`src/rtl/owrse_pkg.sv`:
```
// Shared constants, codes and structs of the 1-Wire ROM search engine.
// Has no dependencies; the decide, top-level and checker files refer to it by scoped names.
package owrse_pkg;

    // Sizes of the stack, the ID and the counters.
    localparam int STACK_DEPTH   = 64;
    localparam int STACK_ENTRIES = STACK_DEPTH + 1;
    localparam int LEVEL_W       = $clog2(STACK_ENTRIES);
    localparam int ID_BITS       = 64;
    localparam int POS_W         = $clog2(ID_BITS);
    localparam int CPOS_W        = POS_W + 1;
    localparam int BYTE_W        = 8;
    localparam int IDX_W         = POS_W - 3;
    localparam int COUNT_W       = 8;
    localparam int PADDR_W       = 3;
    localparam int PDATA_W       = 32;

    localparam logic [LEVEL_W-1:0] LEVEL_FULL  = LEVEL_W'(STACK_DEPTH);
    localparam logic [COUNT_W-1:0] LIMIT_RESET = COUNT_W'(8);
    localparam logic [COUNT_W-1:0] COUNT_MAX   = '1;
    localparam logic [POS_W-1:0]   POS_LAST    = '1;
    localparam logic [2:0]         BYTE_LAST   = 3'b111;

    // Register index, taken from the word address bit.
    localparam logic REG_DEVICE_LIMIT = 1'b0;

    // Operation codes.
    localparam logic OP_START = 1'b0;
    localparam logic OP_PAIR  = 1'b1;

    // Bit pair codes, ID bit first.
    localparam logic [1:0] PAIR_CONFLICT = 2'b00;
    localparam logic [1:0] PAIR_ZERO     = 2'b01;
    localparam logic [1:0] PAIR_ONE      = 2'b10;
    localparam logic [1:0] PAIR_NONE     = 2'b11;

    // Register-held search state.
    typedef struct packed {
        logic [LEVEL_W-1:0] level;
        logic [POS_W-1:0]   pos;
        logic [BYTE_W-1:0]  shift;
        logic [COUNT_W-1:0] found;
        logic               searching;
    } search_state_t;

    // One result beat.
    typedef struct packed {
        logic               write_valid;
        logic               write_bit;
        logic               byte_valid;
        logic [BYTE_W-1:0]  id_byte;
        logic [IDX_W-1:0]   byte_index;
        logic [COUNT_W-1:0] device_index;
        logic               pass_done;
        logic               search_done;
        logic [COUNT_W-1:0] device_count;
    } result_t;

    // Write-back to the stack and path memories.
    typedef struct packed {
        logic               stack_we;
        logic [LEVEL_W-1:0] stack_addr;
        logic [CPOS_W-1:0]  stack_data;
        logic               path_we;
        logic [POS_W-1:0]   path_addr;
        logic               path_data;
    } mem_wr_t;

endpackage

```
`src/rtl/owrse_ram.sv`:
```
// Generic single-port-write, single-port-read RAM with a registered read.
// Stands alone; used for the conflict stack and the path bits.
module owrse_ram #(
    parameter int WIDTH = 8,
    parameter int DEPTH = 64
) (
    input  logic                     clk,
    input  logic                     we,
    input  logic [$clog2(DEPTH)-1:0] waddr,
    input  logic [WIDTH-1:0]         wdata,
    input  logic [$clog2(DEPTH)-1:0] raddr,
    output logic [WIDTH-1:0]         rdata
);

    logic [WIDTH-1:0] mem [DEPTH];

    // Write port and registered read port.
    always_ff @(posedge clk)
    begin
        if (we)
        begin
            mem[waddr] <= wdata;
        end
        rdata <= mem[raddr];
    end

endmodule

```
`src/rtl/owrse_decide.sv`:
```
// Search decision for one beat: start, direction bit, stack update, byte assembly, pass end.
// Depends on owrse_pkg for the state, result and write-back structs.
module owrse_decide (
    input  owrse_pkg::search_state_t          st,
    input  logic [owrse_pkg::CPOS_W-1:0]      top_entry,
    input  logic                              path_bit,
    input  logic                              operation,
    input  logic                              id_bit,
    input  logic                              complement_bit,
    input  logic [owrse_pkg::COUNT_W-1:0]     device_limit,
    output owrse_pkg::search_state_t          st_next,
    output owrse_pkg::result_t                res,
    output owrse_pkg::mem_wr_t                wr
);

    logic [owrse_pkg::CPOS_W-1:0]  cpos;
    logic [owrse_pkg::CPOS_W-1:0]  top;
    logic [1:0]                    pair;
    logic                          wv;
    logic                          wb;
    logic [owrse_pkg::BYTE_W-1:0]  shifted;
    logic [owrse_pkg::COUNT_W-1:0] found_inc;

    always_comb
    begin
        st_next       = st;
        res           = '0;
        wr            = '0;
        wr.path_addr  = st.pos;
        wr.stack_addr = st.level + owrse_pkg::LEVEL_W'(1);
        // The bottom entry is the zero sentinel and is never stored.
        cpos          = owrse_pkg::CPOS_W'(st.pos) + owrse_pkg::CPOS_W'(1);
        top           = (st.level == '0) ? '0 : top_entry;
        pair          = {id_bit, complement_bit};
        wv            = 1'b0;
        wb            = 1'b0;
        shifted       = '0;
        found_inc     = (st.found != owrse_pkg::COUNT_MAX) ?
                        st.found + owrse_pkg::COUNT_W'(1) : st.found;

        if (operation == owrse_pkg::OP_START)
        begin
            // A new search clears everything but the device limit.
            st_next           = '0;
            st_next.searching = 1'b1;
        end
        else if (!st.searching)
        begin
            res.device_count = st.found;
        end
        else
        begin
            // Direction choice and stack maintenance.
            unique case (pair)
                owrse_pkg::PAIR_ZERO:
                begin
                    wv           = 1'b1;
                    wb           = 1'b0;
                    wr.path_we   = 1'b1;
                    wr.path_data = 1'b0;
                end
                owrse_pkg::PAIR_ONE:
                begin
                    wv           = 1'b1;
                    wb           = 1'b1;
                    wr.path_we   = 1'b1;
                    wr.path_data = 1'b1;
                end
                owrse_pkg::PAIR_CONFLICT:
                begin
                    wv = 1'b1;
                    priority if (cpos > top)
                    begin
                        // New conflict: take the zero branch and remember it.
                        wb           = 1'b0;
                        wr.path_we   = 1'b1;
                        wr.path_data = 1'b0;
                        if (st.level < owrse_pkg::LEVEL_FULL)
                        begin
                            st_next.level = st.level + owrse_pkg::LEVEL_W'(1);
                            wr.stack_we   = 1'b1;
                            wr.stack_data = cpos;
                        end
                    end
                    else if (cpos < top)
                    begin
                        wb = path_bit;
                    end
                    else
                    begin
                        // Last open conflict: take the one branch now.
                        wb           = 1'b1;
                        wr.path_we   = 1'b1;
                        wr.path_data = 1'b1;
                        if (st.level != '0)
                        begin
                            st_next.level = st.level - owrse_pkg::LEVEL_W'(1);
                        end
                    end
                end
                owrse_pkg::PAIR_NONE:
                begin
                    wv = 1'b0;
                end
            endcase

            // Byte assembly, LSB first.
            shifted           = {wb, st.shift[owrse_pkg::BYTE_W-1:1]};
            st_next.shift     = shifted;
            res.write_valid   = wv;
            res.write_bit     = wb;
            res.device_index  = st.found;
            if (st.pos[2:0] == owrse_pkg::BYTE_LAST)
            begin
                res.byte_valid = 1'b1;
                res.id_byte    = shifted;
                res.byte_index = st.pos[owrse_pkg::POS_W-1:3];
                st_next.shift  = '0;
            end

            // End of pass and end of search.
            st_next.pos = st.pos + owrse_pkg::POS_W'(1);
            if (st.pos == owrse_pkg::POS_LAST)
            begin
                res.pass_done = 1'b1;
                st_next.found = found_inc;
                if (st_next.level == '0 || found_inc >= device_limit)
                begin
                    res.search_done   = 1'b1;
                    st_next.searching = 1'b0;
                end
            end
            res.device_count = st_next.found;
        end
    end

endmodule

```
`src/rtl/onewire_rom_search_engine_unit.sv`:
```
// 1-Wire ROM search engine, top level: one bit pair in, one result beat out.
// An accepted bit pair waits in the decision stage registers, then its result beat
// in the result registers; no new pair is taken while that stage holds one, for the
// read-then-write of the conflict stack and path memories for each bit pair.
// Reset clears the search state and sets device_limit to 8; the memories are
// not cleared and need no clearing pass.
module onewire_rom_search_engine_unit (
    input  logic                              clk,
    input  logic                              rst_n,
    input  logic                              psel,
    input  logic                              penable,
    input  logic                              pwrite,
    input  logic [owrse_pkg::PADDR_W-1:0]     paddr,
    input  logic [owrse_pkg::PDATA_W-1:0]     pwdata,
    output logic [owrse_pkg::PDATA_W-1:0]     prdata,
    output logic                              pready,
    input  logic                              in_valid,
    output logic                              in_stall,
    input  logic                              operation,
    input  logic                              id_bit,
    input  logic                              complement_bit,
    output logic                              out_valid,
    input  logic                              out_stall,
    output logic                              write_valid,
    output logic                              write_bit,
    output logic                              byte_valid,
    output logic [owrse_pkg::BYTE_W-1:0]      id_byte,
    output logic [owrse_pkg::IDX_W-1:0]       byte_index,
    output logic [owrse_pkg::COUNT_W-1:0]     device_index,
    output logic                              pass_done,
    output logic                              search_done,
    output logic [owrse_pkg::COUNT_W-1:0]     device_count
);

    owrse_pkg::search_state_t      st_reg;
    owrse_pkg::search_state_t      st_next;
    owrse_pkg::search_state_t      st_calc;
    owrse_pkg::result_t            res_calc;
    owrse_pkg::result_t            res_reg;
    owrse_pkg::mem_wr_t            wr;
    logic [owrse_pkg::COUNT_W-1:0] limit_reg;
    logic                          s1_valid_reg;
    logic                          s1_valid_next;
    logic                          s1_op_reg;
    logic                          s1_id_reg;
    logic                          s1_cmp_reg;
    logic                          out_valid_reg;
    logic                          out_valid_next;
    logic                          in_fire;
    logic                          s1_done;
    logic                          cfg_write;
    logic [owrse_pkg::CPOS_W-1:0]  top_entry;
    logic                          path_bit;

    // Configuration port.
    assign pready    = 1'b1;
    assign cfg_write = psel & penable & pwrite & pready;
    assign prdata    = (paddr[2] == owrse_pkg::REG_DEVICE_LIMIT) ?
                       owrse_pkg::PDATA_W'(limit_reg) : '0;

    // Handshake: the decision stage holds one beat while its memories are read.
    assign in_stall = s1_valid_reg;
    assign in_fire  = in_valid & ~s1_valid_reg;
    assign s1_done  = s1_valid_reg & (~out_valid_reg | ~out_stall);

    always_comb
    begin
        s1_valid_next  = in_fire | (s1_valid_reg & ~s1_done);
        out_valid_next = s1_done | (out_valid_reg & out_stall);
        st_next        = s1_done ? st_calc : st_reg;
    end

    // Conflict stack: read at the current level, pushed by the decision stage.
    owrse_ram #(
        .WIDTH (owrse_pkg::CPOS_W),
        .DEPTH (owrse_pkg::STACK_ENTRIES)
    ) u_stack_ram (
        .clk   (clk),
        .we    (wr.stack_we & s1_done),
        .waddr (wr.stack_addr),
        .wdata (wr.stack_data),
        .raddr (st_reg.level),
        .rdata (top_entry)
    );

    // Path bits of the last pass, one per bit position.
    owrse_ram #(
        .WIDTH (1),
        .DEPTH (owrse_pkg::ID_BITS)
    ) u_path_ram (
        .clk   (clk),
        .we    (wr.path_we & s1_done),
        .waddr (wr.path_addr),
        .wdata (wr.path_data),
        .raddr (st_reg.pos),
        .rdata (path_bit)
    );

    // Decision logic.
    owrse_decide u_decide (
        .st             (st_reg),
        .top_entry      (top_entry),
        .path_bit       (path_bit),
        .operation      (s1_op_reg),
        .id_bit         (s1_id_reg),
        .complement_bit (s1_cmp_reg),
        .device_limit   (limit_reg),
        .st_next        (st_calc),
        .res            (res_calc),
        .wr             (wr)
    );

    // Control state and configuration register.
    always_ff @(posedge clk or negedge rst_n)
    begin
        if (!rst_n)
        begin
            st_reg        <= '0;
            s1_valid_reg  <= 1'b0;
            out_valid_reg <= 1'b0;
            limit_reg     <= owrse_pkg::LIMIT_RESET;
        end
        else
        begin
            st_reg        <= st_next;
            s1_valid_reg  <= s1_valid_next;
            out_valid_reg <= out_valid_next;
            if (cfg_write && paddr[2] == owrse_pkg::REG_DEVICE_LIMIT)
            begin
                limit_reg <= pwdata[owrse_pkg::COUNT_W-1:0];
            end
        end
    end

    // Payload registers.
    always_ff @(posedge clk)
    begin
        if (in_fire)
        begin
            s1_op_reg  <= operation;
            s1_id_reg  <= id_bit;
            s1_cmp_reg <= complement_bit;
        end
        if (s1_done)
        begin
            res_reg <= res_calc;
        end
    end

    // Result beat.
    assign out_valid    = out_valid_reg;
    assign write_valid  = res_reg.write_valid;
    assign write_bit    = res_reg.write_bit;
    assign byte_valid   = res_reg.byte_valid;
    assign id_byte      = res_reg.id_byte;
    assign byte_index   = res_reg.byte_index;
    assign device_index = res_reg.device_index;
    assign pass_done    = res_reg.pass_done;
    assign search_done  = res_reg.search_done;
    assign device_count = res_reg.device_count;

endmodule

```
`config.mk`:
```
export PLATFORM = sky130hd
export DESIGN_NAME = onewire_rom_search_engine_unit
export DESIGN_NICKNAME = d
export VERILOG_FILES = /design/src/rtl/owrse_pkg.sv /design/src/rtl/owrse_ram.sv /design/src/rtl/owrse_decide.sv /design/src/rtl/onewire_rom_search_engine_unit.sv
export SDC_FILE = /design/constraint.sdc
export NUM_CORES = 1
export LEC_CHECK = 0
export BUFFER_PORTS_ARGS = -buffer_cell sky130_fd_sc_hd__buf_2
export CORE_UTILIZATION = 50
export DETAILED_ROUTE_END_ITERATION = 7
export PLACE_DENSITY = 0.82
export SLEW_MARGIN = 20
export SYNTH_ARGS = -nofsm -noshare
export SYNTH_HDL_FRONTEND = slang
export SYNTH_SLANG_ARGS = --single-unit
```
`constraint.sdc`:
```
create_clock -name clk -period 5.1 [get_ports clk]
set_input_delay 1.02 -clock clk [delete_from_list [all_inputs] [get_ports clk]]
set_output_delay 1.02 -clock clk [all_outputs]
set_load 0.03 [all_outputs]
```
======== Word level (Yosys, flattened, before mapping) ========
Memory sizes are Yosys's and may differ from the RTL's. A register that Yosys moved wholly into a read port is not among the register bits.
Index checks and enable logic that the tools add are counted.
word-level totals
  bits in registers ....................... 75
  memory bits (writable) .................. 519
  bits of input ports ..................... 45
  logic and storage cells ................. 110
  memories ................................ 2
memories
  memory           depth  width  read ports  clocked after Yosys merged registers in  write ports  line             RTL
  u_stack_ram.mem  65     7      1           1                                        1            owrse_ram.sv:15  logic [WIDTH-1:0] mem [DEPTH];
  u_path_ram.mem   64     1      1           1                                        1            owrse_ram.sv:15
cells by class
  $add $sub $neg .......................... 5
  $lt $le $gt $ge ......................... 4
  eq/ne operators ......................... 7
  mux-type cells .......................... 44
  bitwise logic cells ..................... 16
  reduce and logical (&&, ||, !) cells .... 12
operators with widths
  operator                                                            number
  7-bit two-way mux                                                   11
  30-bit two-way mux                                                  2
  8-bit two-way mux                                                   6
  1-bit two-way mux                                                   18
  7-bit logical NOT                                                   2
  12-bit two-way mux                                                  1
  9-bit two-way mux                                                   1
  8-bit by 1-bit adder with 8-bit output, second input constant       1
  1-bit bitwise AND                                                   8
  8-bit greater-or-equal comparator                                   1
  8-bit != test, second input constant                                1
  1-bit case mux with 2 select lines                                  4
  6-bit by 1-bit adder with 7-bit output, second input constant       1
  7-bit by 1-bit adder with 7-bit output, second input constant       1
  7-bit > comparator                                                  1
  7-bit < comparator                                                  1
  7-bit < comparator, second input constant                           1
  7-bit nonzero test                                                  1
  7-bit by 1-bit subtractor with 7-bit output, second input constant  1
  6-bit by 1-bit adder with 6-bit output, second input constant       1
  6-bit equality test, second input constant                          1
  3-bit AND reduction                                                 2
  1-bit inverter                                                      5
  2-bit equality test, second input constant                          2
  other kinds (11)                                                    14

======== Logic depth before layout (Yosys ltp) ========
  depth after elaboration ................. 14
  mapped depth ............................ 18
  mapped depth without buffers ............ 13

======== Modules after synthesis ========
From an unflattened synthesis, not the netlist that was laid out.
unflattened totals
  cell total of the unflattened synthesis .. 1511
  area total of the unflattened synthesis .. 25998.7 um2
by module, submodules not included
  module                          instances  cells each  area each (um2)  seq. area each (um2)
  owrse_ram (u_stack_ram)         1          818         17974.7          13803.2
  owrse_ram (u_path_ram)          1          204         2914.0           1941.9
  onewire_rom_search_engine_unit  1          158         2836.5           2053.2
  owrse_decide                    1          331         2273.4           0.0

======== Least setup slack after synthesis ========
No wires, ideal clock.
  kind .................................... reg2reg
  from .................................... register st_reg[23] (netlist name)
  to ...................................... memory u_stack_ram.mem[0][3] (netlist name), data pin
  library setup time ...................... 0.520 ns
  arrival time ............................ 4.963 ns
  data required time ...................... 4.580 ns
  setup slack ............................. -0.383 ns
  cell stages (with the launch flop) ...... 17
  path buffers ............................ 5
  period minus slack after synthesis ...... 5.483 ns
  cell sequence ........................... dfrtp_1 > buf_2 > buf_1 > clkbuf_1 > inv_1 > ha_1 > or3b_1 > or2_0 > clkbuf_1 > nand2_1 > ha_1 > nand4_1 > a21oi_1 > or2_2 > clkbuf_1 > nand3_1 > nor2b_1
RTL lines
  element                 line                                   RTL
  from (decl)             onewire_rom_search_engine_unit.sv:35   owrse_pkg::search_state_t st_reg;
  from (signal assigned)  onewire_rom_search_engine_unit.sv:125  st_reg <= st_next;
  to (decl)               owrse_ram.sv:15

======== Worst setup path after layout ========
  from .................................... register st_reg[23] (netlist name)
  to ...................................... memory u_stack_ram.mem[5][4] (netlist name), enable pin
on the way
  longest elaborated chain between the ends .. 10
RTL lines
  element                                  line                                  RTL
  7-bit logical NOT                        owrse_decide.sv:33                    top = (st.level == '0) ? '0 : top_entry;
  7-bit two-way mux                        owrse_decide.sv:33
  7-bit > comparator                       owrse_decide.sv:72                    priority if (cpos > top)
  1-bit two-way mux                        owrse_decide.sv:72
  1-bit two-way mux                        owrse_decide.sv:54                    unique case (pair)
  1-bit two-way mux                        owrse_decide.sv:47                    else if (!st.searching)
  1-bit two-way mux                        owrse_decide.sv:41                    if (operation == owrse_pkg::OP_START)
  1-bit bitwise AND                        onewire_rom_search_engine_unit.sv:79  .we (wr.stack_we & s1_done),
  1-bit two-way mux                        owrse_ram.sv:20                       if (we)
  1-bit two-way mux (not written as such)  owrse_ram.sv:22                       mem[waddr] <= wdata;
Parallel ways exist; a longest one is shown, timed or not.

==> impl_results.md <==
- DRT Wirelength: 55410 um
- RSZ-0062 raised after global routing: no
- Tcrit/Tclk final: around 95%
- CTS tree: built
- Gr busiest metal: met2
- M2 GR Usage: about 38%
- Post-Synth Simple-Gate Area: 6.441%
- Final setup margin: between 200 and 300 ps
- Met3 Usage GRT: under 10%
- CTS max path bufs: 3
- Starting density of the core: 50.89%
- Least-Margin Pin Slew: between 1000 and 1500 ps
- Tot Pwr: approximately 13000 uW
- Die height: about 230 um
- Root Driver: clkbuf_16
- Post-synth ARST share: around 6.5%
- Ports: 112
- Residual DRC: 0
- I/O Buffers: 60
- #FFs+latches synth: 601
- Mux cell area share after synthesis: 14.21%
- Compound-Gate Fraction of Synth Area: between 3 and 4%
- Adder-cell area share of the yosys netlist: 1.253%
- Crit path kind: reg -> reg
- Yosys warns: 0
- Nets: 1644
- Global route overflow: 0
- Crit path time final: 4843 ps
- Proportion of power drawn by combinational gates: 23.7%
- Internal Power: 9182 uW
- Total track usage: between 20% and 30%
- Worst skew pair latency: 630 ps
- Status: finished, final reports clean
- GR Util met1: 28.67%
- Switching share of power: slightly below 30%
- Fillers: about 3500
- Leading area contributor after synthesis: edfxtp_1
- # setup viols final: 0
- Slew Viols, Final: 0
- Switching power total: 3767 uW
- Worst VDD drop: slightly below 500 uV
- Vias in the first global route: between 10000 and 15000
- Die X: ~230 um
- Ranking of synthesized cells by area: edfxtp_1 67%, mux4_2 13%, dfrtp_1 3.8%
- Slew headroom: between 10% and 20%
- Row count: 81
- Fin. Hold Viols: 0
- Avg Vias per Cell: 6.080
- CP Launch Type: flop
- Initial DRC Count: 1570
- Pin count of the biggest net entering global routing: 126
- First-pass GRT wire length: 83880 um
- Vias: 13893
- Crit path DAT: 5080 ps
- Fin cells: 2285
- CTS Sinks: between 600 and 700
- DR WL/cell: 24.25 um
- Number of diodes: 0
- Xor/xnor share of the synthesized area: less than 1%
- Worst path required time: approximately 5300 ps
- Area grow syn2layout: 13.42%
- Worst slack, placed: 421.3 ps
- Clock skew: 23.46 ps
- EDFF count, synth: 554
- Mapped Area: between 20000 and 25000 um2
- Dpl hpwl: between 30000 and 40000 um
- H-tree depth: 2
- Core ar.: 49050 um2
- Die area: 50820 um2
- Largest family of logic cells by synthesized area: multiplexers
- Tightest Hold Check Type: reg -> reg
- Register area share after synthesis: around 71%
- Critical Path End Type: flop
- Hold Slack: 477.6 ps
- Post-route ant nets: 0
- Placed cell count: about 2200
- Total of max-cap violations: 0
- DRT Pass-1 Iters: 6
- Sequential power share: between 40 and 50%
- Gate Count Post-Synth: 1432
- Lkg Pwr: 0.009755 uW
- Post-CTS sizing: 0
- Pwr Density: 457.4 nW/um2
- Share of the synthesized area in the top cell type: 66.65%
- Mean Syn Cell Area: around 17 um2
- Antenna violations before repair: 0
- Share of cells above drive strength 1: between 20% and 30%
- Fmax: just over 200 MHz
- Clock transition at path regs: 60 ps
- Clock power frac: 32.0%
- Number of distinct library cells after synthesis: 67
- Top FF cell, synth: edfxtp_1
- Num CTS Buffers: 58
- Placer Congestion: ~0.9
- CTS Hold Bufs: 0
- CP max FO: 8
- Number of flip-flops in the largest register: about 460
- Postcts setup bufs: 0
[final cells by class]
| cell class | count | area, um2 | share of cell area [%] |
|---|---|---|---|
| flip-flops and latches | 601 | 17780 | 62.80 |
| repair buffers | 157 | 1041 | 3.677 |
| well taps | 664 | 830.8 | 2.934 |
| inverters | 23 | 87.58 | 0.3094 |
| clock buffers | 75 | 1535 | 5.422 |
| clock inverters | 32 | 292.8 | 1.034 |
| multi-input cells | 733 | 6744 | 23.82 |
[layout by cell type (no fill, tap or decap), types with 17 or more instances in the layout]
cell / n
a22oi_1: 18
nand3_1: 25
buf_2: 60
a22o_1: 17
mux2_2: 20
nor2_1: 172
dfrtp_1: 36
ha_1: 25
conb_1: 25
edfxtp_1: 554
o21ai_0: 29
a21oi_1: 20
nand2_1: 67
clkbuf_16: 58
buf_4: 96
inv_1: 21
mux4_2: 147
[synthesized netlist by cell type (8+ instances only)]
library cell and count:
a21oi_1 20, nand2_1 67, o21ai_0 29, nand3_1 25
a22oi_1 18, a22o_1 17, xnor2_1 11, buf_1 11
dfxtp_1 8, mux4_2 147, dfrtp_1 38, and2_1 14
nor2_1 178, ha_1 25, inv_1 22, and3_1 15
a221oi_1 8, edfxtp_1 554, nor2b_1 16, buf_2 8
buf_4 25, mux2_2 20, clkbuf_1 49
[power by group through the flow]
stage	Combinational, uW	Sequential [uW]	Clock [uW]
final	3070	5730	4140
after detailed placement	3040	5840	0
after floorplan	2100	5990	0
after global routing	3290	5750	4380
after global placement	2980	5820	0
after CTS	3070	5730	4200
[cell families (layout without fill, tap and decap cells)]
logic type / Yosys count / after routing
flops: 601 / 601
xor+xnor: 16 / 16
simple gates: 358 / 358
mux: 168 / 168
buf+inv: 121 / 287
other cells: 2 / 25
compound gates: 141 / 141
fa+ha+maj: 25 / 25
[metal layers]
layer	wire length, um	vias up
met5	0	-
met4	2064	0
met3	4785	145
met2	27840	837
met1	20720	7008
li1	-	5903
[metrics by stage]
stage	cell area [um2]	utilization, %	TNS (ps)
detailed placement	26480	53.98	0
finish	28310	57.72	0
floorplan	25060	-	-95620
global placement	26480	53.98	0
global route	28310	57.72	0
CTS	28310	57.71	0
[final timing paths]
kind | from | to | slack (ps) | cells after the start
max | st_reg[23]$_DFFE_PN0P_ | u_stack_ram.mem[5][4]$_DFFE_PP_ | 260 | 12
min | u_stack_ram.mem[64][1]$_DFFE_PP_ | u_stack_ram.rdata[1]$_DFF_P_ | 480 | 1
max reg2reg | st_reg[23]$_DFFE_PN0P_ | u_stack_ram.mem[5][4]$_DFFE_PP_ | 260 | 12
min reg2reg | u_stack_ram.mem[64][1]$_DFFE_PP_ | u_stack_ram.rdata[1]$_DFF_P_ | 480 | 1
max in group asynchronous | rst_n | st_reg[24]$_DFFE_PN0P_ | 3880 | 1
min in group asynchronous | rst_n | in_stall$_DFF_PN0_ | 540 | 1
[critical path: stages, from the launching register on]
cell and delay (ps):
dfrtp_4 490, inv_1 110, ha_1 200, or3b_1 410, or2_0 390, and2_1 230, ha_1 280, and3_1 220
a21boi_1 240, o21ai_0 230, nor3_1 500, nand2_1 460, nor2_1 740
(Power assumes the default switching activity.)
